==> src/hdl/binary_grid_neighbor_smoothing_top_macros.svh <==
// Assertion macros for the grid smoothing block.
// Both macros sample on clk_i and are off while rst_ni is low.
`ifndef BINARY_GRID_NEIGHBOR_SMOOTHING_TOP_MACROS_SVH
`define BINARY_GRID_NEIGHBOR_SMOOTHING_TOP_MACROS_SVH
`ifndef SYNTH
`define BGNS_ASSERT(label, prop, msg) \
  label: assert property (@(posedge clk_i) disable iff (!rst_ni) prop) else $error(msg);
`define BGNS_ASSERT_NEXT(label, ante, cons, msg) \
  label: assert property (@(posedge clk_i) disable iff (!rst_ni) (ante) |=> (cons)) \
    else $error(msg);
`else
`define BGNS_ASSERT(label, prop, msg)
`define BGNS_ASSERT_NEXT(label, ante, cons, msg)
`endif
`endif

==> src/hdl/bgns_ram.sv <==
module bgns_ram #(
  parameter int WIDTH = 8,
  parameter int DEPTH = 16
) (
  input  logic                     clk_i,
  input  logic                     we_i,
  input  logic [$clog2(DEPTH)-1:0] waddr_i,
  input  logic [WIDTH-1:0]         wdata_i,
  input  logic [$clog2(DEPTH)-1:0] raddr_i,
  output logic [WIDTH-1:0]         rdata_o
);

  logic [WIDTH-1:0] mem [DEPTH];
  logic [WIDTH-1:0] rdata_q;

  // Read returns the old contents when both ports hit the same entry.
  always_ff @(posedge clk_i) begin
    if (we_i) begin
      mem[waddr_i] <= wdata_i;
    end
    rdata_q <= mem[raddr_i];
  end

  assign rdata_o = rdata_q;

endmodule

==> config.mk <==
export PLATFORM = sky130hd
export DESIGN_NAME = bgns_ram
export DESIGN_NICKNAME = d
export VERILOG_FILES = /design/src/hdl/binary_grid_neighbor_smoothing_top_macros.svh /design/src/hdl/bgns_ram.sv
export SDC_FILE = /design/constraint.sdc
export NUM_CORES = 1
export LEC_CHECK = 0
export BUFFER_PORTS_ARGS = -buffer_cell sky130_fd_sc_hd__buf_4
export CORE_ASPECT_RATIO = 1.5
export CORE_MARGIN = 5
export CORE_UTILIZATION = 36
export DETAILED_ROUTE_END_ITERATION = 10
export GPL_TIMING_DRIVEN = 0
export SETUP_SLACK_MARGIN = 0.05
export SLEW_MARGIN = 20
export SYNTH_ARGS = -nofsm -noshare
export SYNTH_HDL_FRONTEND = slang
export SYNTH_SLANG_ARGS = --single-unit
==> constraint.sdc <==
create_clock -name clk_i -period 1.56 [get_ports clk_i]
set_input_delay 0.156 -clock clk_i [delete_from_list [all_inputs] [get_ports clk_i]]
set_output_delay 0.156 -clock clk_i [all_outputs]
set_load 0.05 [all_outputs]
### Word-level counts from Yosys, hierarchy flattened

Memories as Yosys holds them, arrays and structs flattened. A register that Yosys moved wholly into a read port is not among the register bits.
Index checks and enable logic that the tools add are counted.
W data, S select, Z words.

| cells by class | value |
|---|---|
| multiplexer cells | 2 |

Operators by type and width:

| cell | count |
|---|---|
| $mux W1 | 2 |

| word-level totals | value |
|---|---|
| bits in writable memories | 128 |
| bits of input ports | 18 |
| output and inout port bits | 8 |
| word-level logic and storage cells | 3 |
| bits in registers | 0 |
| memories kept | 1 |

Memories:

| name | depth | width | rd ports | clocked after memory_dff | wr ports | line | text |
|---|---|---|---|---|---|---|---|
| mem | 16 | 8 | 1 | 1 | 1 | bgns_ram.sv:13 | `logic [WIDTH-1:0] mem [DEPTH];` |

### Depth between registers and ports, before layout

| depth | value |
|---|---|
| depth after elaboration | 2 |
| mapped depth | 5 |
| depth with buffers taken out | 3 |

### Worst setup path after synthesis

Ideal clock, no wire load.

| timing path | value |
|---|---|
| path kind | input -> register |
| start point | input waddr_i[2] |
| end point | memory mem[0][0], enable pin |
| path buffers | 0 |
| arrival | 1.266 ns |
| stages | 2 |
| required time | 1.177 ns |
| setup slack | -0.089 ns |
| path through | or3b_2 -> nor3_1 |

RTL lines:

| what | line | text |
|---|---|---|
| from (decl) | bgns_ram.sv:7 | `input logic [$clog2(DEPTH)-1:0] waddr_i,` |
| to (decl) | bgns_ram.sv:13 |  |

No word-level cell before the write port.

==> flow_summary.ini <==
[sta]
fmax_mhz = 693.3
unrepaired_setup_endpoints_after_global_routing = false
max_slew.worst_pin.slew_ps = 891.2
hold_viol_final = 0
slew_headroom_pct = 40.37
post-route-period-util_pct = 92.46
final-setup-viol-count = 0
report.final.slew_viol_count = 0
clock-skew-final_ps = 8.418
finalHoldWorstSlack_ps = 64.20
period_needed_ps = 1442
fin_tns_setup_ps = 0

[hold_path]
hp-class = in -> reg
min_from = wdata_i[4]
worstHoldPathCells = 1
hold_end = mem[1][4]

[power_and_ir_drop]
swShare_pct = 21.34
cellPowerDensity_mw_per_mm2 = 1364
power.share.clock_pct = 45.1
p_int_mw = 6.603
power.switching_mw = 1.791
total_leakage_power_nw = 2.034
combinational_cell_fraction_of_total_power_pct = 6.0
power.total_mw = 8.395
share_seq_of_total_power_pct = 48.9
peakVddDrop_mv = 0.6142

[grt]
groute.usage.overall_pct = 13.22
largest_net_degree_at_the_start_of_global_routing = 17
grt_pass1_wl_um = 15530
antenna_found_initial = 0
vias_in_the_first_global_route = 2535
globalRouteOverflowTotal = 0

[routing]
initialDrtViolationCount = 181
routed_via_density = 4.935
post-route-drc-count = 0
pre_repair_dr_iteration_count = 4
wl_um = 10260
number_of_antenna_violating_nets_in_the_routed_design = 0
route.detailed.wl_per_inst_um = 21.51
vias = 2354

[logic_synthesis]
synthesis.area_sq_mm = 0.005147
synth_cell_types = 19
ys_ff_latch = 136
netlist_instances = 229
yosysWarnings = 0
post_synth.cell_area_avg_sq_um = 22.48
postSynthNetCount = 247
seq_area_frac_synth_pct = 77.78

[die]
coreArea_sq_mm = 0.01406
start_util_pct = 36.61
die_height_um = 156.5
die_width_um = 107.6
placement_rows = 53
die_area_sq_mm = 0.01684
io_pins = 26

[critical_path]
critPathTopFamily = multiplexers
crit_type = reg -> reg
worstReg2RegEnd = rdata_o[0]
slowest_delay_ps = 550
setup.worst_path.end_class = flip-flop
maximum_fanout_encountered_on_the_critical_timing_path = 1
crit_path_top_delay_cell = sky130_fd_sc_hd__mux4_1
worst_r2r_path_depth = 3
critical_path_arrival_ps = 1730
cp.required_ps = 1850
setup_slack_on_the_worst_flop_to_flop_path_ps = 120
crit_path_cell_trace = mux4_1 -> a22oi_1 -> nand2_1
crit-reg2reg-launch = mem[1][0]
path_buf_inv = 0
worstSetupStartpointType = flip-flop

[layout]
mostFrequentLayoutCells = sky130_fd_sc_hd__edfxtp_1, sky130_fd_sc_hd__buf_4, sky130_fd_sc_hd__mux4_2
area_growth_syn_to_layout_pct = 19.54
antenna-diode-count = 0
share_of_final_layout_standard_cells_stronger_than_drive_strength_1_pct = 31.23
final_net_count = 290
layout_commonest_cell = sky130_fd_sc_hd__edfxtp_1

[placement]
port-buffer-count = 24
hpwlAfterDp_um = 6740
place_congestion = 0.7934

[clock_network]
clk-insertion-delay-late_ps = 410
ctsHtreeMaxLevel = 4
clkTransAtPathRegs_ps = 60
tritoncts_buffer_count = 17
cts.sinks = 136
tritoncts = built
ctsRootBufferMaster = sky130_fd_sc_hd__clkbuf_16
clock_path_buffers = 2

[job]
drv_cap = 0

[run_status]
outcome = complete, no violations
==> worst max-delay path by stage <==
stage	start	to	depth (start not counted)	slack [ps]
floorplan	waddr_i[2]	mem[3][0]	2	140
global placement	waddr_i[2]	mem[8][1]	3	-450
detailed placement	waddr_i[2]	mem[2][2]	3	-330
CTS	waddr_i[2]	mem[2][0]	3	100
global route	waddr_i[2]	mem[3][0]	3	60
finish	mem[1][0]	rdata_o[0]	3	120
==> worst register-to-register path, stage by stage (launching register included) <==
cell and delay, ps:
sky130_fd_sc_hd__edfxtp_1 350, sky130_fd_sc_hd__mux4_1 550, sky130_fd_sc_hd__a22oi_1 320, sky130_fd_sc_hd__nand2_1 100
==> synth_stat cells <==
cell,instances,share of area (%)
sky130_fd_sc_hd__and2b_1,1,0.15
sky130_fd_sc_hd__nand3b_1,2,0.29
sky130_fd_sc_hd__dfxtp_1,8,3.1
sky130_fd_sc_hd__buf_4,1,0.15
sky130_fd_sc_hd__nand2b_1,2,0.24
sky130_fd_sc_hd__mux4_2,18,7.9
sky130_fd_sc_hd__edfxtp_1,128,75
sky130_fd_sc_hd__and2_1,1,0.12
sky130_fd_sc_hd__a22oi_1,16,2.3
sky130_fd_sc_hd__nor2_1,13,0.95
sky130_fd_sc_hd__nor3_1,4,0.39
sky130_fd_sc_hd__or3b_2,1,0.17
sky130_fd_sc_hd__nor2b_1,1,0.12
sky130_fd_sc_hd__buf_2,3,0.29
sky130_fd_sc_hd__mux4_1,14,7.1
sky130_fd_sc_hd__nand2_1,9,0.66
sky130_fd_sc_hd__buf_6,3,0.66
sky130_fd_sc_hd__nand3_1,1,0.097
sky130_fd_sc_hd__clkdlybuf4s25_2,3,0.58
==> power by group through the flow <==
stage / registers [mW] / logic (mW) / clock network, mW
6_report: 4.10 / 0.505 / 3.79
4_1_cts: 4.11 / 0.513 / 3.84
3_5_place_dp: 4.18 / 0.512 / 0
3_3_place_gp: 4.18 / 0.502 / 0
5_1_grt: 4.11 / 0.539 / 4.03
2_1_floorplan: 4.26 / 0.208 / 0
==> flip-flops by register name, summed over array words and instances, names as in the netlist <==
name / cells
rdata_o: 8
mem: 128
==> final cells by class <==
cell class / count / area, sq um
fill: 1221 / 7905
timing repair buffer: 24 / 180.2
buffer: 10 / 86.33
clock buffer: 18 / 429.2
clock inverter: 14 / 133.9
multi-input combinational: 83 / 1080
sequential: 136 / 4004
tap: 192 / 240.2
==> kinds of logic after synthesis <==
logic type	Yosys count	share of synthesized area (%)
simple gates	35	3.184
buf+inv	10	1.677
compound gates	16	2.334
mux	32	15.02
flops	136	77.78
==> repair_timing <==
action	CTS	global route
hold buffers	0	0
resized for setup	0	1
endpoints found under the setup margin	0	2
setup buffers	0	0
==> stage by stage <==
| step | std cells | area (sq um) | utilization (%) | worst slack [ps] |
|---|---|---|---|---|
| after global routing | 477 | 6153 | 43.77 | 61.94 |
| after detailed placement | 445 | 5588 | 39.75 | -333.9 |
| after global placement | 445 | 5573 | 39.64 | -447.0 |
| final | 477 | 6153 | 43.77 | 117.6 |
| after CTS | 477 | 6151 | 43.75 | 97.83 |
| after floorplan | 229 | 5152 | - | 137.9 |
==> metal layers <==
layer | wire length [um] | GRT usage, % | share of wire (%)
met5 | 0 | 0 | 0
met4 | 215 | 6.137 | 2.1
met3 | 431 | 3.549 | 4.2
met2 | 5613 | 22.60 | 55
met1 | 3997 | 15.45 | 39
Power figures use the tool's default switching activity.
