$ cat config.mk
export PLATFORM = sky130hd
export DESIGN_NAME = bgns_row_calc
export DESIGN_NICKNAME = d
export VERILOG_FILES = /design/src/hdl/binary_grid_neighbor_smoothing_top_macros.svh /design/src/hdl/bgns_pkg.sv /design/src/hdl/bgns_row_calc.sv
export SDC_FILE = /design/constraint.sdc
export NUM_CORES = 1
export LEC_CHECK = 0
export BUFFER_PORTS_ARGS = -buffer_cell sky130_fd_sc_hd__clkbuf_2
export CAP_MARGIN = 10
export CORE_ASPECT_RATIO = 1.75
export CORE_UTILIZATION = 50
export DETAILED_ROUTE_END_ITERATION = 8
export GPL_TIMING_DRIVEN = 0
export PLACE_DENSITY_LB_ADDON = 0.12
export SLEW_MARGIN = 40
export SYNTH_ARGS = -nofsm -noshare
export SYNTH_HDL_FRONTEND = slang
export SYNTH_SLANG_ARGS = --single-unit
$ cat constraint.sdc
create_clock -name vclk -period 4.2
set_input_delay 0.21 -clock vclk [all_inputs]
set_output_delay 0.21 -clock vclk [all_outputs]
set_load 0.005 [all_outputs]
$ cat src/hdl/binary_grid_neighbor_smoothing_top_macros.svh
// Assertion macros for the grid smoothing block.
// Both macros sample on clk_i and are off while rst_ni is low.
`ifndef BINARY_GRID_NEIGHBOR_SMOOTHING_TOP_MACROS_SVH
`define BINARY_GRID_NEIGHBOR_SMOOTHING_TOP_MACROS_SVH
`ifndef SYNTH
`define BGNS_ASSERT(label, prop, msg) \
  label: assert property (@(posedge clk_i) disable iff (!rst_ni) prop) else $error(msg);
`define BGNS_ASSERT_NEXT(label, ante, cons, msg) \
  label: assert property (@(posedge clk_i) disable iff (!rst_ni) (ante) |=> (cons)) \
    else $error(msg);
`else
`define BGNS_ASSERT(label, prop, msg)
`define BGNS_ASSERT_NEXT(label, ante, cons, msg)
`endif
`endif

$ cat src/hdl/bgns_pkg.sv
package bgns_pkg;

  localparam int MAX_ROWS = 64;
  localparam int MAX_COLS = 64;

  localparam int ROW_W  = $clog2(MAX_ROWS);
  localparam int COL_W  = $clog2(MAX_COLS);
  localparam int RCNT_W = $clog2(MAX_ROWS + 1);
  localparam int CCNT_W = $clog2(MAX_COLS + 1);
  localparam int STEP_W = $clog2(MAX_ROWS + 2);
  localparam int CFG_W  = 7;
  localparam int CNT_W  = 4;

  typedef logic [MAX_COLS-1:0] row_t;

  typedef enum logic [1:0] {
    CMD_WRITE = 2'd0,
    CMD_RUN   = 2'd1,
    CMD_READ  = 2'd2
  } cmd_e;

  typedef enum logic [1:0] {
    CFG_GRID_ROWS  = 2'd0,
    CFG_GRID_COLS  = 2'd1,
    CFG_THRESHOLD  = 2'd2,
    CFG_PASS_COUNT = 2'd3
  } cfg_idx_e;

  typedef enum logic [1:0] {
    ST_CLEAR,
    ST_IDLE,
    ST_PASS
  } seq_state_e;

  typedef struct packed {
    logic             busy;
    logic             clr_we;
    logic [ROW_W-1:0] clr_row;
    logic [ROW_W-1:0] rd_row;
    logic             bel_ok;
    logic [ROW_W-1:0] bel_row;
    logic             wr_en;
    logic [ROW_W-1:0] wr_row;
    logic             shift;
  } seq_ctrl_t;

  // Zero acts as one, anything past the array size acts as the array size.
  function automatic logic [RCNT_W-1:0] clamp_rows(input logic [CFG_W-1:0] v);
    logic [RCNT_W-1:0] r;
    if (v == '0) begin
      r = RCNT_W'(1);
    end else if (int'(v) > MAX_ROWS) begin
      r = RCNT_W'(MAX_ROWS);
    end else begin
      r = RCNT_W'(v);
    end
    return r;
  endfunction

  function automatic logic [CCNT_W-1:0] clamp_cols(input logic [CFG_W-1:0] v);
    logic [CCNT_W-1:0] r;
    if (v == '0) begin
      r = CCNT_W'(1);
    end else if (int'(v) > MAX_COLS) begin
      r = CCNT_W'(MAX_COLS);
    end else begin
      r = CCNT_W'(v);
    end
    return r;
  endfunction

endpackage

$ cat src/hdl/bgns_row_calc.sv
module bgns_row_calc import bgns_pkg::*; (
  input  row_t             up_i,
  input  row_t             mid_i,
  input  row_t             down_i,
  input  logic [CNT_W-1:0] thr_i,
  input  row_t             keep_i,
  output row_t             row_o
);

  logic [MAX_COLS+1:0] up_p;
  logic [MAX_COLS+1:0] mid_p;
  logic [MAX_COLS+1:0] dn_p;
  logic [CNT_W-1:0]    cnt [MAX_COLS];

  // Pad one air column on each side; column c sits at bit c+1.
  assign up_p  = {1'b0, up_i, 1'b0};
  assign mid_p = {1'b0, mid_i, 1'b0};
  assign dn_p  = {1'b0, down_i, 1'b0};

  always_comb begin
    for (int c = 0; c < MAX_COLS; c++) begin
      cnt[c] = CNT_W'(up_p[c]) + CNT_W'(up_p[c+1]) + CNT_W'(up_p[c+2])
             + CNT_W'(mid_p[c]) + CNT_W'(mid_p[c+2])
             + CNT_W'(dn_p[c]) + CNT_W'(dn_p[c+1]) + CNT_W'(dn_p[c+2]);
      row_o[c] = keep_i[c] && (cnt[c] >= thr_i);
    end
  end

endmodule

* Yosys cells after proc, flatten, opt, wreduce, memory -nomap -nowiden
Index checks and enable logic that the tools add are counted.
** Word-level totals
- Logic and storage cells :: 569
- Output and inout bits :: 64
- Bits in latches :: 0
- Bits of input ports :: 260
- Memories kept :: 0
- Bits in read-only memories :: 0
- RAM bits :: 0
- Register bits after elaboration :: 0
** Cells by class
- Magnitude comparators :: 64
- Multiplexer cells :: 0
- Eq/ne operators :: 0
- Multipliers :: 0
- Reductions and logical operators :: 64
- Shift-type cells :: 0
- Add/subtract/negate cells :: 441
- Bitwise operators :: 0
- Divide/modulo/power cells :: 0
** Operators by type and width (count)
- adder 4 x 1 -> 4 bit :: 252
- greater-or-equal comparator 4 bit :: 64
- adder 3 x 1 -> 4 bit :: 63
- adder 2 x 1 -> 3 bit :: 63
- adder 1 x 1 -> 2 bit :: 63
- logical AND 1 bit :: 64

* Longest topological paths before layout
- Depth in word-level cells :: 9
- Gate-level depth with buffers :: 12

* Worst setup path after synthesis
No wires, ideal clock.
- Path kind :: input-to-output
- Start :: in up_i[2]
- End :: out row_o[3]
- Path buffers :: 0
- Setup slack :: 0.890 ns
- Arrival :: 3.100 ns
- Cell stages on the path :: 12
- Data required time :: 3.990 ns
- Cell sequence :: inv_1 > fa_1 > fa_1 > fa_1 > inv_1 > ha_1 > fa_1 > xor2_1 > ha_1 > o21ai_0 > a21o_1 > a21oi_1
** On the way
- Longest elaborated chain between the ends :: 9
** RTL lines
- start, declared :: line bgns_row_calc.sv:2 : input row_t up_i,
- adder 1 x 1 -> 2 bit :: line bgns_row_calc.sv:22 : cnt[c] = CNT_W'(up_p[c]) + CNT_W'(up_p[c+1]) + CNT_W'(up_p[c+2])
- adder 2 x 1 -> 3 bit :: line bgns_row_calc.sv:22
- adder 3 x 1 -> 4 bit :: line bgns_row_calc.sv:23 : + CNT_W'(mid_p[c]) + CNT_W'(mid_p[c+2])
- adder 4 x 1 -> 4 bit :: line bgns_row_calc.sv:23
- adder 4 x 1 -> 4 bit (3 in a row) :: line bgns_row_calc.sv:24 : + CNT_W'(dn_p[c]) + CNT_W'(dn_p[c+1]) + CNT_W'(dn_p[c+2]);
- greater-or-equal comparator 4 bit :: line bgns_row_calc.sv:25 : row_o[c] = keep_i[c] && (cnt[c] >= thr_i);
- logical AND 1 bit :: line bgns_row_calc.sv:25
- end, declared :: line bgns_row_calc.sv:7 : output row_t row_o
Every way passes these cells.

* Worst setup path in the final report
- Start :: in up_i[56]
- End :: out row_o[57]
Same word-level chain as after synthesis.

==> results.md <==
- Outcome: completed
- Avg Inst Size Synth: a little over 9 um^2
- Seq Cell Count: 0
- Biggest area contributors in the synthesized netlist: sky130_fd_sc_hd__ha_1, sky130_fd_sc_hd__fa_1, sky130_fd_sc_hd__inv_1
- Number of design rule violations left after detail routing: 0
- Warning count from the yosys run: 0
- Worst min path class: input port to output port
- Crit path max fanout: 2
- Port Buffers: roughly 320
- Congestion Overflow GR: 0
- Crit Path Class: input port to output port
- Number of ports placed on the die boundary: roughly 320
- Max-cap violations: 0
- Finish-stage setup viols: 0
- Antenna violations before repair: 9
- Cells along the critical path: clkbuf_2 > inv_1 > fa_1 > fa_1 > fa_1 > inv_1 > ha_1 > fa_1 > xor2_1 > ha_1 > o21ai_0 > a21o_1 > a21oi_1 > clkbuf_2
- Area grow syn2layout: 14.3%
- Maximum single-stage delay on the critical path: roughly 0.56 ns
- VDD IR max: about 0.00015 V
- CP dominant cell by count: sky130_fd_sc_hd__fa_1
- Register area: 0 um^2
- Worst path required time: roughly 4 ns
- Routability cong.: just over 0.8
- Global-route wire length before repair: about 58000 um
- Total GRT Usage: 22.3%
- HPWL after detailed placement: approximately 32000 um
- Slowest-stage cell, CP: sky130_fd_sc_hd__fa_1
- CP endpoint kind: output port
- Sequential cell area fraction in the yosys report: 0%
- Remaining max-slew budget at the tightest pin: 74.6%
- Number of nets produced by synthesis: 2704
- Detailed router's first-iteration violation count: approximately 180
- Hold Violations, Final: 0
- Setup repair after global routing missed its margin: false
- Start point of the worst min-delay path: keep_i[20]
- Area share of the largest cell type after synthesis: between 30% and 40%
- Std cell rows: 86
- Data arrival time of the critical path: between 3 and 4 ns
- Max-slew violation count: 0
- Portion of the clock cycle consumed by the worst path in the final layout: around nine tenths
- Synth Instances: approximately 1800
- Ranking of synthesized cells by instance count: sky130_fd_sc_hd__inv_1, sky130_fd_sc_hd__ha_1, sky130_fd_sc_hd__fa_1
- Setup TNS: 0 ns
- Cell class contributing the biggest share of worst-path delay: adder cells
- Yosys top cell by area: sky130_fd_sc_hd__ha_1
- Actual slew at the worst max-slew pin: 0.381 ns
- Fillers: 2931
- Final period demand of the worst path: between 3 and 4 ns
- Height of the chip: about 240 um
- Routed wire per std cell: 14.0 um
- Critical Path Source Type: input port
- Power Density: between 200 and 300 nW/um^2
- Number of distinct library cells after synthesis: 16
- Largest net degree at the start of global routing: between 40 and 50
- Worst setup slack before clock tree synthesis: roughly 0.49 ns
- Quantity of gates resized following cts: 0
- Number of antenna-violating nets in the routed design: 0
- Sink of the worst hold path: row_o[20]
- Worst-case hold slack: approximately 0.69 ns
- Die extent in x: about 140 um
- Via-to-Cell Ratio: 4.95
- Die area: ~32000 um^2
- Number of setup buffers added after CTS: 0
- Most frequent cell after synthesis: sky130_fd_sc_hd__inv_1
- Initial core utilization: between 50% and 60%
- Clock buffer cells: 0
- Via count of the first global-routing pass: ~13000
- Overall routed net length: 34700 um
- Mapped Area: 15900 um^2
- Crit path setup slack, layout: roughly 0.47 ns
- Fraction of final layout cells sized beyond drive strength 1: between 10% and 20%
- Number of nets in the layout: about 3000
- FMAX: 268 MHz
- Routed vias: roughly 12000
- Buffer and inverter count on the worst path: 4
- Core Region: ~31000 um^2
- Cts-stage hold buffer count: 0
- Number of iterations in the first detailed-routing pass: 4
- Static leakage: approximately 11 nW
- Worst hold path stage count: 4
-- layout by cell type (no fill, tap or decap), types with 3 or more instances in the layout --
cell type / synthesis / routed
sky130_fd_sc_hd__o211ai_2: 24 / 24
sky130_fd_sc_hd__a21oi_2: 24 / 24
sky130_fd_sc_hd__inv_1: 514 / 511
sky130_fd_sc_hd__o21ai_0: 100 / 100
sky130_fd_sc_hd__a21o_1: 38 / 38
sky130_fd_sc_hd__fa_1: 252 / 252
sky130_fd_sc_hd__or3b_1: 24 / 24
sky130_fd_sc_hd__ha_1: 442 / 442
sky130_fd_sc_hd__clkbuf_2: 0 / 323
sky130_fd_sc_hd__a21oi_1: 100 / 100
sky130_fd_sc_hd__nor2_1: 102 / 102
sky130_fd_sc_hd__nor2b_1: 62 / 62
sky130_fd_sc_hd__xor2_1: 61 / 61
sky130_fd_sc_hd__inv_6: 0 / 3
sky130_fd_sc_hd__buf_16: 0 / 3
sky130_fd_sc_hd__diode_2: 0 / 8
-- report_power, final --
group          switching (mW)  internal, mW
clock                       0   0.000000255
combinational            2.43          2.17
sequential                  0             0
-- metal layers --
layer	track usage, %	wire, um	part of all wire (%)	vias to the layer above
met3	2.96	1590	4.6	44
met1	22.8	12600	36	5820
met2	45.5	19600	56	228
met4	5.22	891	2.6	2
li1	-	-	-	6202
met5	0	13	0.037	-
-- worst min-delay path: stages --
cell and delay (ns):
sky130_fd_sc_hd__clkbuf_2 0.08, sky130_fd_sc_hd__o21ai_0 0.06, sky130_fd_sc_hd__a21oi_1 0.04, sky130_fd_sc_hd__clkbuf_2 0.10
-- through the flow --
stage	std cells	util (%)	cell area (um^2)	total power, mW
final	2482	57.9	18100	4.60
after global routing	2481	57.9	18100	5.47
after CTS	2474	57.8	18100	4.70
after detailed placement	2474	57.8	18100	4.64
after global placement	2470	57.4	18000	4.41
after floorplan	1750	-	15900	3.45
-- kinds of logic (layout without fill, tap and decap cells) --
logic type	after synthesis	in the layout	share of synthesized area (%)
other	0	8	0
AND/OR/NAND/NOR	192	192	6.37
buffers and inverters	514	842	12.2
AO/OA/AOI/OAI	288	288	11.4
adder cells (fa/ha/maj)	694	694	66.6
XOR/XNOR	62	62	3.42
-- worst max-delay path by stage --
| stage | start | endpoint | cells past startpoint | slack (ns) |
|---|---|---|---|---|
| final | up_i[56] | row_o[57] | 14 | 0.47 |
| after global routing | up_i[57] | row_o[58] | 14 | 0.33 |
| after CTS | up_i[56] | row_o[57] | 14 | 0.47 |
| after detailed placement | up_i[56] | row_o[57] | 14 | 0.49 |
| after global placement | thr_i[1] | row_o[2] | 7 | 0.36 |
| after floorplan | up_i[2] | row_o[3] | 12 | 0.89 |
-- cell type report --
type	instances	area, um^2	share of cell area (%)
Multi-Input combinational cell	1236	13900	76.9
Tap cell	396	495	2.73
Inverter	514	1940	10.7
Timing Repair Buffer	328	1730	9.56
Antenna cell	8	20.0	0.110
Power figures use the tool's default switching activity.
