==> src/hdl/binary_grid_neighbor_smoothing_top_macros.svh <==
// Assertion macros for the grid smoothing block.
// Both macros sample on clk_i and are off while rst_ni is low.
`ifndef BINARY_GRID_NEIGHBOR_SMOOTHING_TOP_MACROS_SVH
`define BINARY_GRID_NEIGHBOR_SMOOTHING_TOP_MACROS_SVH
`ifndef SYNTH
`define BGNS_ASSERT(label, prop, msg) \
  label: assert property (@(posedge clk_i) disable iff (!rst_ni) prop) else $error(msg);
`define BGNS_ASSERT_NEXT(label, ante, cons, msg) \
  label: assert property (@(posedge clk_i) disable iff (!rst_ni) (ante) |=> (cons)) \
    else $error(msg);
`else
`define BGNS_ASSERT(label, prop, msg)
`define BGNS_ASSERT_NEXT(label, ante, cons, msg)
`endif
`endif

==> src/hdl/bgns_pkg.sv <==
package bgns_pkg;

  localparam int MAX_ROWS = 64;
  localparam int MAX_COLS = 64;

  localparam int ROW_W  = $clog2(MAX_ROWS);
  localparam int COL_W  = $clog2(MAX_COLS);
  localparam int RCNT_W = $clog2(MAX_ROWS + 1);
  localparam int CCNT_W = $clog2(MAX_COLS + 1);
  localparam int STEP_W = $clog2(MAX_ROWS + 2);
  localparam int CFG_W  = 7;
  localparam int CNT_W  = 4;

  typedef logic [MAX_COLS-1:0] row_t;

  typedef enum logic [1:0] {
    CMD_WRITE = 2'd0,
    CMD_RUN   = 2'd1,
    CMD_READ  = 2'd2
  } cmd_e;

  typedef enum logic [1:0] {
    CFG_GRID_ROWS  = 2'd0,
    CFG_GRID_COLS  = 2'd1,
    CFG_THRESHOLD  = 2'd2,
    CFG_PASS_COUNT = 2'd3
  } cfg_idx_e;

  typedef enum logic [1:0] {
    ST_CLEAR,
    ST_IDLE,
    ST_PASS
  } seq_state_e;

  typedef struct packed {
    logic             busy;
    logic             clr_we;
    logic [ROW_W-1:0] clr_row;
    logic [ROW_W-1:0] rd_row;
    logic             bel_ok;
    logic [ROW_W-1:0] bel_row;
    logic             wr_en;
    logic [ROW_W-1:0] wr_row;
    logic             shift;
  } seq_ctrl_t;

  // Zero acts as one, anything past the array size acts as the array size.
  function automatic logic [RCNT_W-1:0] clamp_rows(input logic [CFG_W-1:0] v);
    logic [RCNT_W-1:0] r;
    if (v == '0) begin
      r = RCNT_W'(1);
    end else if (int'(v) > MAX_ROWS) begin
      r = RCNT_W'(MAX_ROWS);
    end else begin
      r = RCNT_W'(v);
    end
    return r;
  endfunction

  function automatic logic [CCNT_W-1:0] clamp_cols(input logic [CFG_W-1:0] v);
    logic [CCNT_W-1:0] r;
    if (v == '0) begin
      r = CCNT_W'(1);
    end else if (int'(v) > MAX_COLS) begin
      r = CCNT_W'(MAX_COLS);
    end else begin
      r = CCNT_W'(v);
    end
    return r;
  endfunction

endpackage

==> src/hdl/bgns_seq.sv <==
module bgns_seq import bgns_pkg::*; (
  input  logic             clk_i,
  input  logic             rst_ni,
  input  logic             run_req_i,
  input  logic             run_ack_i,
  input  logic [CNT_W-1:0] pass_count_i,
  output seq_ctrl_t        ctrl_o,
  output logic             cur_bank_o,
  output logic             run_done_o
);

  seq_state_e        state_q, state_d;
  logic [ROW_W-1:0]  clr_q;
  logic [STEP_W-1:0] step_q;
  logic [CNT_W-1:0]  left_q;
  logic              cur_q;
  logic              done_q;
  logic              step_end;
  logic              start;
  logic [STEP_W-1:0] bel_full;
  logic [STEP_W-1:0] wr_full;

  assign step_end = (step_q == STEP_W'(MAX_ROWS + 1));
  assign start    = run_req_i && !done_q;

  always_comb begin
    state_d = state_q;
    case (state_q)
      ST_CLEAR: begin
        if (clr_q == ROW_W'(MAX_ROWS - 1)) begin
          state_d = ST_IDLE;
        end
      end
      ST_IDLE: begin
        if (start && (pass_count_i != '0)) begin
          state_d = ST_PASS;
        end
      end
      ST_PASS: begin
        if (step_end && (left_q == CNT_W'(1))) begin
          state_d = ST_IDLE;
        end
      end
      default: state_d = ST_IDLE;
    endcase
  end

  always_ff @(posedge clk_i or negedge rst_ni) begin
    if (!rst_ni) begin
      state_q <= ST_CLEAR;
      clr_q   <= '0;
      step_q  <= '0;
      left_q  <= '0;
      cur_q   <= 1'b0;
      done_q  <= 1'b0;
    end else begin
      state_q <= state_d;
      if (run_ack_i) begin
        done_q <= 1'b0;
      end
      case (state_q)
        ST_CLEAR: begin
          clr_q <= clr_q + ROW_W'(1);
        end
        ST_IDLE: begin
          if (start) begin
            if (pass_count_i == '0) begin
              done_q <= 1'b1;
            end else begin
              left_q <= pass_count_i;
              step_q <= '0;
            end
          end
        end
        ST_PASS: begin
          if (step_end) begin
            // New bank becomes current; go again or finish.
            cur_q  <= ~cur_q;
            step_q <= '0;
            left_q <= left_q - CNT_W'(1);
            if (left_q == CNT_W'(1)) begin
              done_q <= 1'b1;
            end
          end else begin
            step_q <= step_q + STEP_W'(1);
          end
        end
        default: ;
      endcase
    end
  end

  assign bel_full = step_q - STEP_W'(1);
  assign wr_full  = step_q - STEP_W'(2);

  always_comb begin
    ctrl_o         = '0;
    ctrl_o.busy    = (state_q != ST_IDLE);
    ctrl_o.clr_we  = (state_q == ST_CLEAR);
    ctrl_o.clr_row = clr_q;
    ctrl_o.rd_row  = step_q[ROW_W-1:0];
    ctrl_o.bel_row = bel_full[ROW_W-1:0];
    ctrl_o.wr_row  = wr_full[ROW_W-1:0];
    case (state_q)
      ST_PASS: begin
        ctrl_o.shift  = 1'b1;
        ctrl_o.bel_ok = (step_q >= STEP_W'(1)) && (step_q <= STEP_W'(MAX_ROWS));
        ctrl_o.wr_en  = (step_q >= STEP_W'(2));
      end
      default: begin
        ctrl_o.shift  = 1'b0;
        ctrl_o.bel_ok = 1'b0;
        ctrl_o.wr_en  = 1'b0;
      end
    endcase
  end

  assign cur_bank_o = cur_q;
  assign run_done_o = done_q;

endmodule

==> config.mk <==
export PLATFORM = sky130hd
export DESIGN_NAME = bgns_seq
export DESIGN_NICKNAME = d
export VERILOG_FILES = /design/src/hdl/binary_grid_neighbor_smoothing_top_macros.svh /design/src/hdl/bgns_pkg.sv /design/src/hdl/bgns_seq.sv
export SDC_FILE = /design/constraint.sdc
export NUM_CORES = 1
export LEC_CHECK = 0
export BUFFER_PORTS_ARGS = -buffer_cell sky130_fd_sc_hd__buf_4
export CORE_MARGIN = 4
export CORE_UTILIZATION = 33
export CTS_CLUSTER_SIZE = 40
export DETAILED_ROUTE_END_ITERATION = 8
export HOLD_SLACK_MARGIN = 0.05
export MAX_ROUTING_LAYER = met4
export SLEW_MARGIN = 15
export SYNTH_ARGS = -nofsm -noshare
export SYNTH_HDL_FRONTEND = slang
export SYNTH_SLANG_ARGS = --single-unit
==> constraint.sdc <==
create_clock -name clk_i -period 2.55 [get_ports clk_i]
set_clock_uncertainty 0.1 [all_clocks]
set_input_delay 0 -clock clk_i [delete_from_list [all_inputs] [get_ports clk_i]]
set_output_delay 0 -clock clk_i [all_outputs]
set_load 0.01 [all_outputs]
# ---- After elaboration in Yosys (flattened, before gate mapping)
# Cells that the tools add are included.
dict set report totals {
  ff_bits 21
  in_bits 8
  output_inout_bits 31
  word_cells 61
}
dict set report op_classes {
  n_addsub 5
  n_lt_le_gt_ge 3
  n_eq_ne 12
  muxes 21
  bitwise 1
  reduce_logical 13
}
# op n
set op_table {}
lappend op_table {{7-bit two-way mux} 3}
lappend op_table {{7-bit case mux with 2 select lines} 1}
lappend op_table {{4-bit two-way mux} 3}
lappend op_table {{2-bit != test (second input constant)} 5}
lappend op_table {{1-bit two-way mux} 8}
lappend op_table {{4-bit case mux with 2 select lines} 1}
lappend op_table {{7-bit by 1-bit adder with 7-bit output (second input constant)} 1}
lappend op_table {{7-bit equality test (second input constant)} 1}
lappend op_table {{7-bit by 1-bit greater-or-equal comparator with 1-bit output (second input constant)} 1}
lappend op_table {{7-bit by 2-bit greater-or-equal comparator with 1-bit output (second input constant)} 1}
lappend op_table {{7-bit <= comparator (second input constant)} 1}
lappend op_table {{6-bit by 1-bit adder with 6-bit output (second input constant)} 1}
lappend op_table {{6-bit equality test (second input constant)} 1}
lappend op_table {{2-bit two-way mux} 3}
lappend op_table {{2-bit case mux with 3 select lines} 1}
lappend op_table {{3-bit AND reduction} 2}
lappend op_table {{6-bit by 1-bit subtractor with 6-bit output (second input constant)} 1}
lappend op_table {{6-bit by 2-bit subtractor with 6-bit output (second input constant)} 1}
lappend op_table {{4-bit by 1-bit equality test with 1-bit output (second input constant)} 1}
lappend op_table {{1-bit logical AND} 4}
lappend op_table {{4-bit zero test} 1}
lappend op_table {{2-bit by 1-bit != test with 1-bit output (second input constant)} 2}
lappend op_table {{4-bit AND reduction} 1}
lappend op_table {{4-bit nonzero test} 1}
lappend op_table {{9 further kinds} 9}

# ---- Longest topological paths before layout
dict set report logic_depth {
  depth_word 5
  ltp_mapped 7
  mapped_depth_nobuf 6
}

# ---- Least setup slack after synthesis
# OpenSTA, ideal clock, no wires.
dict set report synth_path {
  kind {register to output}
  startpoint {reg step_q[1]}
  endpoint {out ctrl_o[14] (netlist bit)}
  t_arrival_ns 1.966
  t_required_ns 2.450
  path_slack_ns 0.484
  stages_incl_launch_ff 7
  path_buffers 0
  path_cell_list {dfrtp_1 inv_1 ha_1 or4b_2 a221oi_1 o21ai_0 and2_1}
}
# item line
set synth_lines {}
lappend synth_lines {{start: declaration} bgns_seq.sv:14} ;# logic [STEP_W-1:0] step_q;
lappend synth_lines {{start signal: assignment} bgns_seq.sv:85} ;# step_q <= step_q + STEP_W'(1);
lappend synth_lines {{end: declaration} bgns_seq.sv:7} ;# output seq_ctrl_t ctrl_o,

==> summary.md <==
| Metric | Value |
|---|---|
| Largest net degree at the start of global routing | `22` |
| Startpoint types | `register` |
| Max clock buf depth | `2` |
| Root Driver | `clkbuf_8` |
| RR Startpoint | `step_q[1]` |
| Crit path required time | `2.45 ns` |
| Layout cells sized above 1 | `27.9%` |
| TritonRoute pass-1 iters | `4` |
| Pwr per Cell Area | `1100 mW/mm^2` |
| Sequential area share after synthesis | `roughly a third` |
| Final Max Slew Viols | `0` |
| Critical path arrival | `2.26 ns` |
| RSZ-0062 raised after global routing | `no` |
| Core box area | `between 0.004 and 0.005 mm^2` |
| Ports | `39` |
| Critical-path cell list | `inv_1 > ha_2 > or4b_2 > a221oi_2 > o21ai_0 > and2_1 > buf_4` |
| Cell variety after synth | `47` |
| Die Width | `about 77 um` |
| Starting Density | `34.8%` |
| Top FF cell, synth | `dfrtp_1` |
| Final Routed Wirelength | `3.49 mm` |
| H-tree depth | `1` |
| HPWL Detailed | `roughly 2.7 mm` |
| Die height | `approximately 77 um` |
| Post-CTS Setup Repair Bufs | `0` |
| Relative slew slack | `69.4%` |
| Setup TNS | `0 ns` |
| Clock sink total | `21` |
| Fmax | `424 MHz` |
| Peak VDD IR | `0.502 mV` |
| Via count | `1286` |
| Initial drt markers | `120` |
| Min cycle time layout | `2.36 ns` |
| Antenna fix cells | `0` |
| MaxCap Viol Count | `0` |
| CTS tree | `done` |
| Clk pin slew, worst setup/hold paths | `0.08 ns` |
| Layout area overhead | `24.6%` |
| Cell Count, Final, Fillers Out | `253` |
| Std-Cell Rows | `24` |
| Gr ovfl total | `0` |
| Cts bufs inserted | `3` |
| Placed Cells | `243` |
| Antenna Nets Post-Route | `0` |
| Gate count after technology mapping | `approximately 170` |
| First-pass GRT wire length | `5.83 mm` |
| Skew-Pair Late Insertion Delay | `0.26 ns` |
| GP Congestion | `0.817` |
| Flops & latches, synth | `21` |
| CP max stage delay | `0.66 ns` |
| Initial antenna violation count | `0` |
| Status | `finished, final reports clean` |
| WS Path Type | `reg -> out` |
| Vias in the first global route | `roughly 1200` |
| Net Count, Synth | `approximately 190` |
| Min-delay worst type | `in -> async` |
| Multi-input gate area | `between 800 and 900 um^2` |
| Average instance area after synthesis | `about 9.4 um^2` |
| Port bufs | `38` |
| Worst setup path endpoint | `ctrl_o[14]` |
| Leakage Power | `~0.92 nW` |
| Fin crit share | `between 90% and 100%` |
| Final Hold Vio Count | `0` |
| Ys async rst share | `100%` |
| Slowest cell on crit path | `or4b_2` |
| Worst Setup SP | `step_q[1]` |
| Final setup vio count | `0` |
| DR WL/cell | `approximately 14 um` |
| Tot GR Track Use | `12.3%` |
| Avg Vias per Cell | `5.08` |
| FF-to-FF path depth | `7` |
| Fillers | `444` |
| Register-to-register setup slack | `0.49 ns` |
| Post-synthesis instance area | `0.00156 mm^2` |
| Die ar. | `0.00589 mm^2` |
| Yosys warns | `0` |
| CP endpoint kind | `output pin` |
| # DRC | `0` |
| CP Max Fanout | `6` |
| Fin nets | `224` |
| Actual slew at the worst max-slew pin | `0.455 ns` |
| Post-synth EDFFs | `0` |
| R2r endpoint | `step_q[0]` |
| Reg area | `526 um^2` |
worst max-delay path: cells and delay by family, from the launching register on:
family | cells | cell delay, ns
adders and majority gates | 1 | 0.22
and+or+nand+nor | 2 | 0.82
buffers and inverters | 2 | 0.23
AOI/OAI and AO/OA | 2 | 0.27
DFF | 1 | 0.44
worst min path at each step:
stage               startpoint    endpoint  slack, ns  cells after the start
floorplan               rst_ni    clr_q[0]      -0.40                      0
global placement        rst_ni  cur_bank_o      -0.19                      1
detailed placement      rst_ni  cur_bank_o      -0.19                      1
CTS                     rst_ni    clr_q[4]       0.06                      2
global route            rst_ni    clr_q[4]       0.07                      2
finish                  rst_ni  cur_bank_o       0.05                      2
final cells by class:
type / count / area share (%)
clock inverters: 1 / 0.258
multi-input cells: 117 / 45.8
flip-flops and latches: 21 / 27.0
clock buffers: 3 / 2.12
inverters: 11 / 2.12
repair buffers: 48 / 19.3
well taps: 52 / 3.35
cells by family (layout without fill, tap and decap cells):
group / Yosys count / after routing / synth area share [%]
simple gates: 53 / 53 / 17.7
fa+ha+maj: 14 / 14 / 11.2
flops: 21 / 21 / 33.7
mux: 4 / 4 / 2.73
compound gates: 34 / 34 / 18.1
xor+xnor: 12 / 12 / 6.74
buf+inv: 27 / 63 / 9.79
layout by cell type, fill, tap and decap left out, types with 2 or more instances in the layout:
master         netlist  layout
a211o_1              2       2
a21oi_1              4       4
a221oi_2             1       2
a22o_1               5       5
buf_4                9      42
clkbuf_8             0       3
dfrtp_1             21      21
dlygate4sd3_1        0       6
ha_1                14      13
inv_1               11      11
mux2_2               2       2
mux2i_1              2       2
nand2_1             15      15
nand2b_1             3       3
nand3_1              4       4
nand4_1              5       5
nor2_1              10      10
nor2b_1              3       3
nor3_1               2       2
nor4_1               2       2
o211ai_1             3       3
o21a_1               2       2
o21ai_0              5       5
xnor2_1              7       7
xor2_1               5       5
power breakdown:
part	switching, mW	internal, mW
clock	0.114	0.109
sequential	0.127	0.448
combinational	0.687	0.657
total	0.928	1.21
state kept, by name, summed over array words and instances, names as in the netlist:
name        count
step_q          7
left_q          4
cur_bank_o      1
clr_q           6
run_done_o      1
state_q         2
Yosys cell counts, types with 2 or more instances:
cell	instances	area, um^2
a211o_1	2	17.5
mux2i_1	2	20.0
nand2b_1	3	18.8
xor2_1	5	43.8
o21ai_0	5	25.0
nor2_1	10	37.5
a21oi_1	4	20.0
xnor2_1	7	61.3
clkbuf_1	3	11.3
dfrtp_1	21	526
buf_2	2	10.0
nor4_1	2	12.5
inv_1	11	41.3
nor3_1	2	10.0
buf_4	9	67.6
ha_1	14	175
o21a_1	2	15.0
nand3_1	4	20.0
a22o_1	5	43.8
nor2b_1	3	18.8
o211ai_1	3	22.5
buf_6	2	22.5
nand2_1	15	56.3
nand4_1	5	31.3
mux2_2	2	22.5
routing by layer:
layer / track usage [%] / routed length [um]
met5: - / 0
met4: 3.26 / 29
met3: 3.04 / 131
met2: 19.3 / 1740
met1: 15.8 / 1590
timing repair:
item / 4_1_cts / 5_1_grt
setup endpoints to repair: 0 / 1
endpoints found under the hold margin: 26 / 0
hold buffers: 6 / 0
gates resized for setup: 0 / 2
metrics by stage:
stage / total power [mW] / cell area (um^2) / setup slack, ns / hold WS, ns / utilization [%]
final: 2.14 / 1940 / 0.194 / 0.0520 / 43.4
after global routing: 2.33 / 1940 / 0.00703 / 0.0718 / 43.4
after CTS: 2.16 / 1930 / 0.120 / 0.0634 / 43.2
after detailed placement: 1.92 / 1830 / 0.421 / -0.193 / 40.9
after global placement: 1.92 / 1830 / 0.463 / -0.190 / 40.9
after floorplan: 1.43 / 1560 / 0.484 / -0.396 / -
Power figures use the tool's default switching activity.
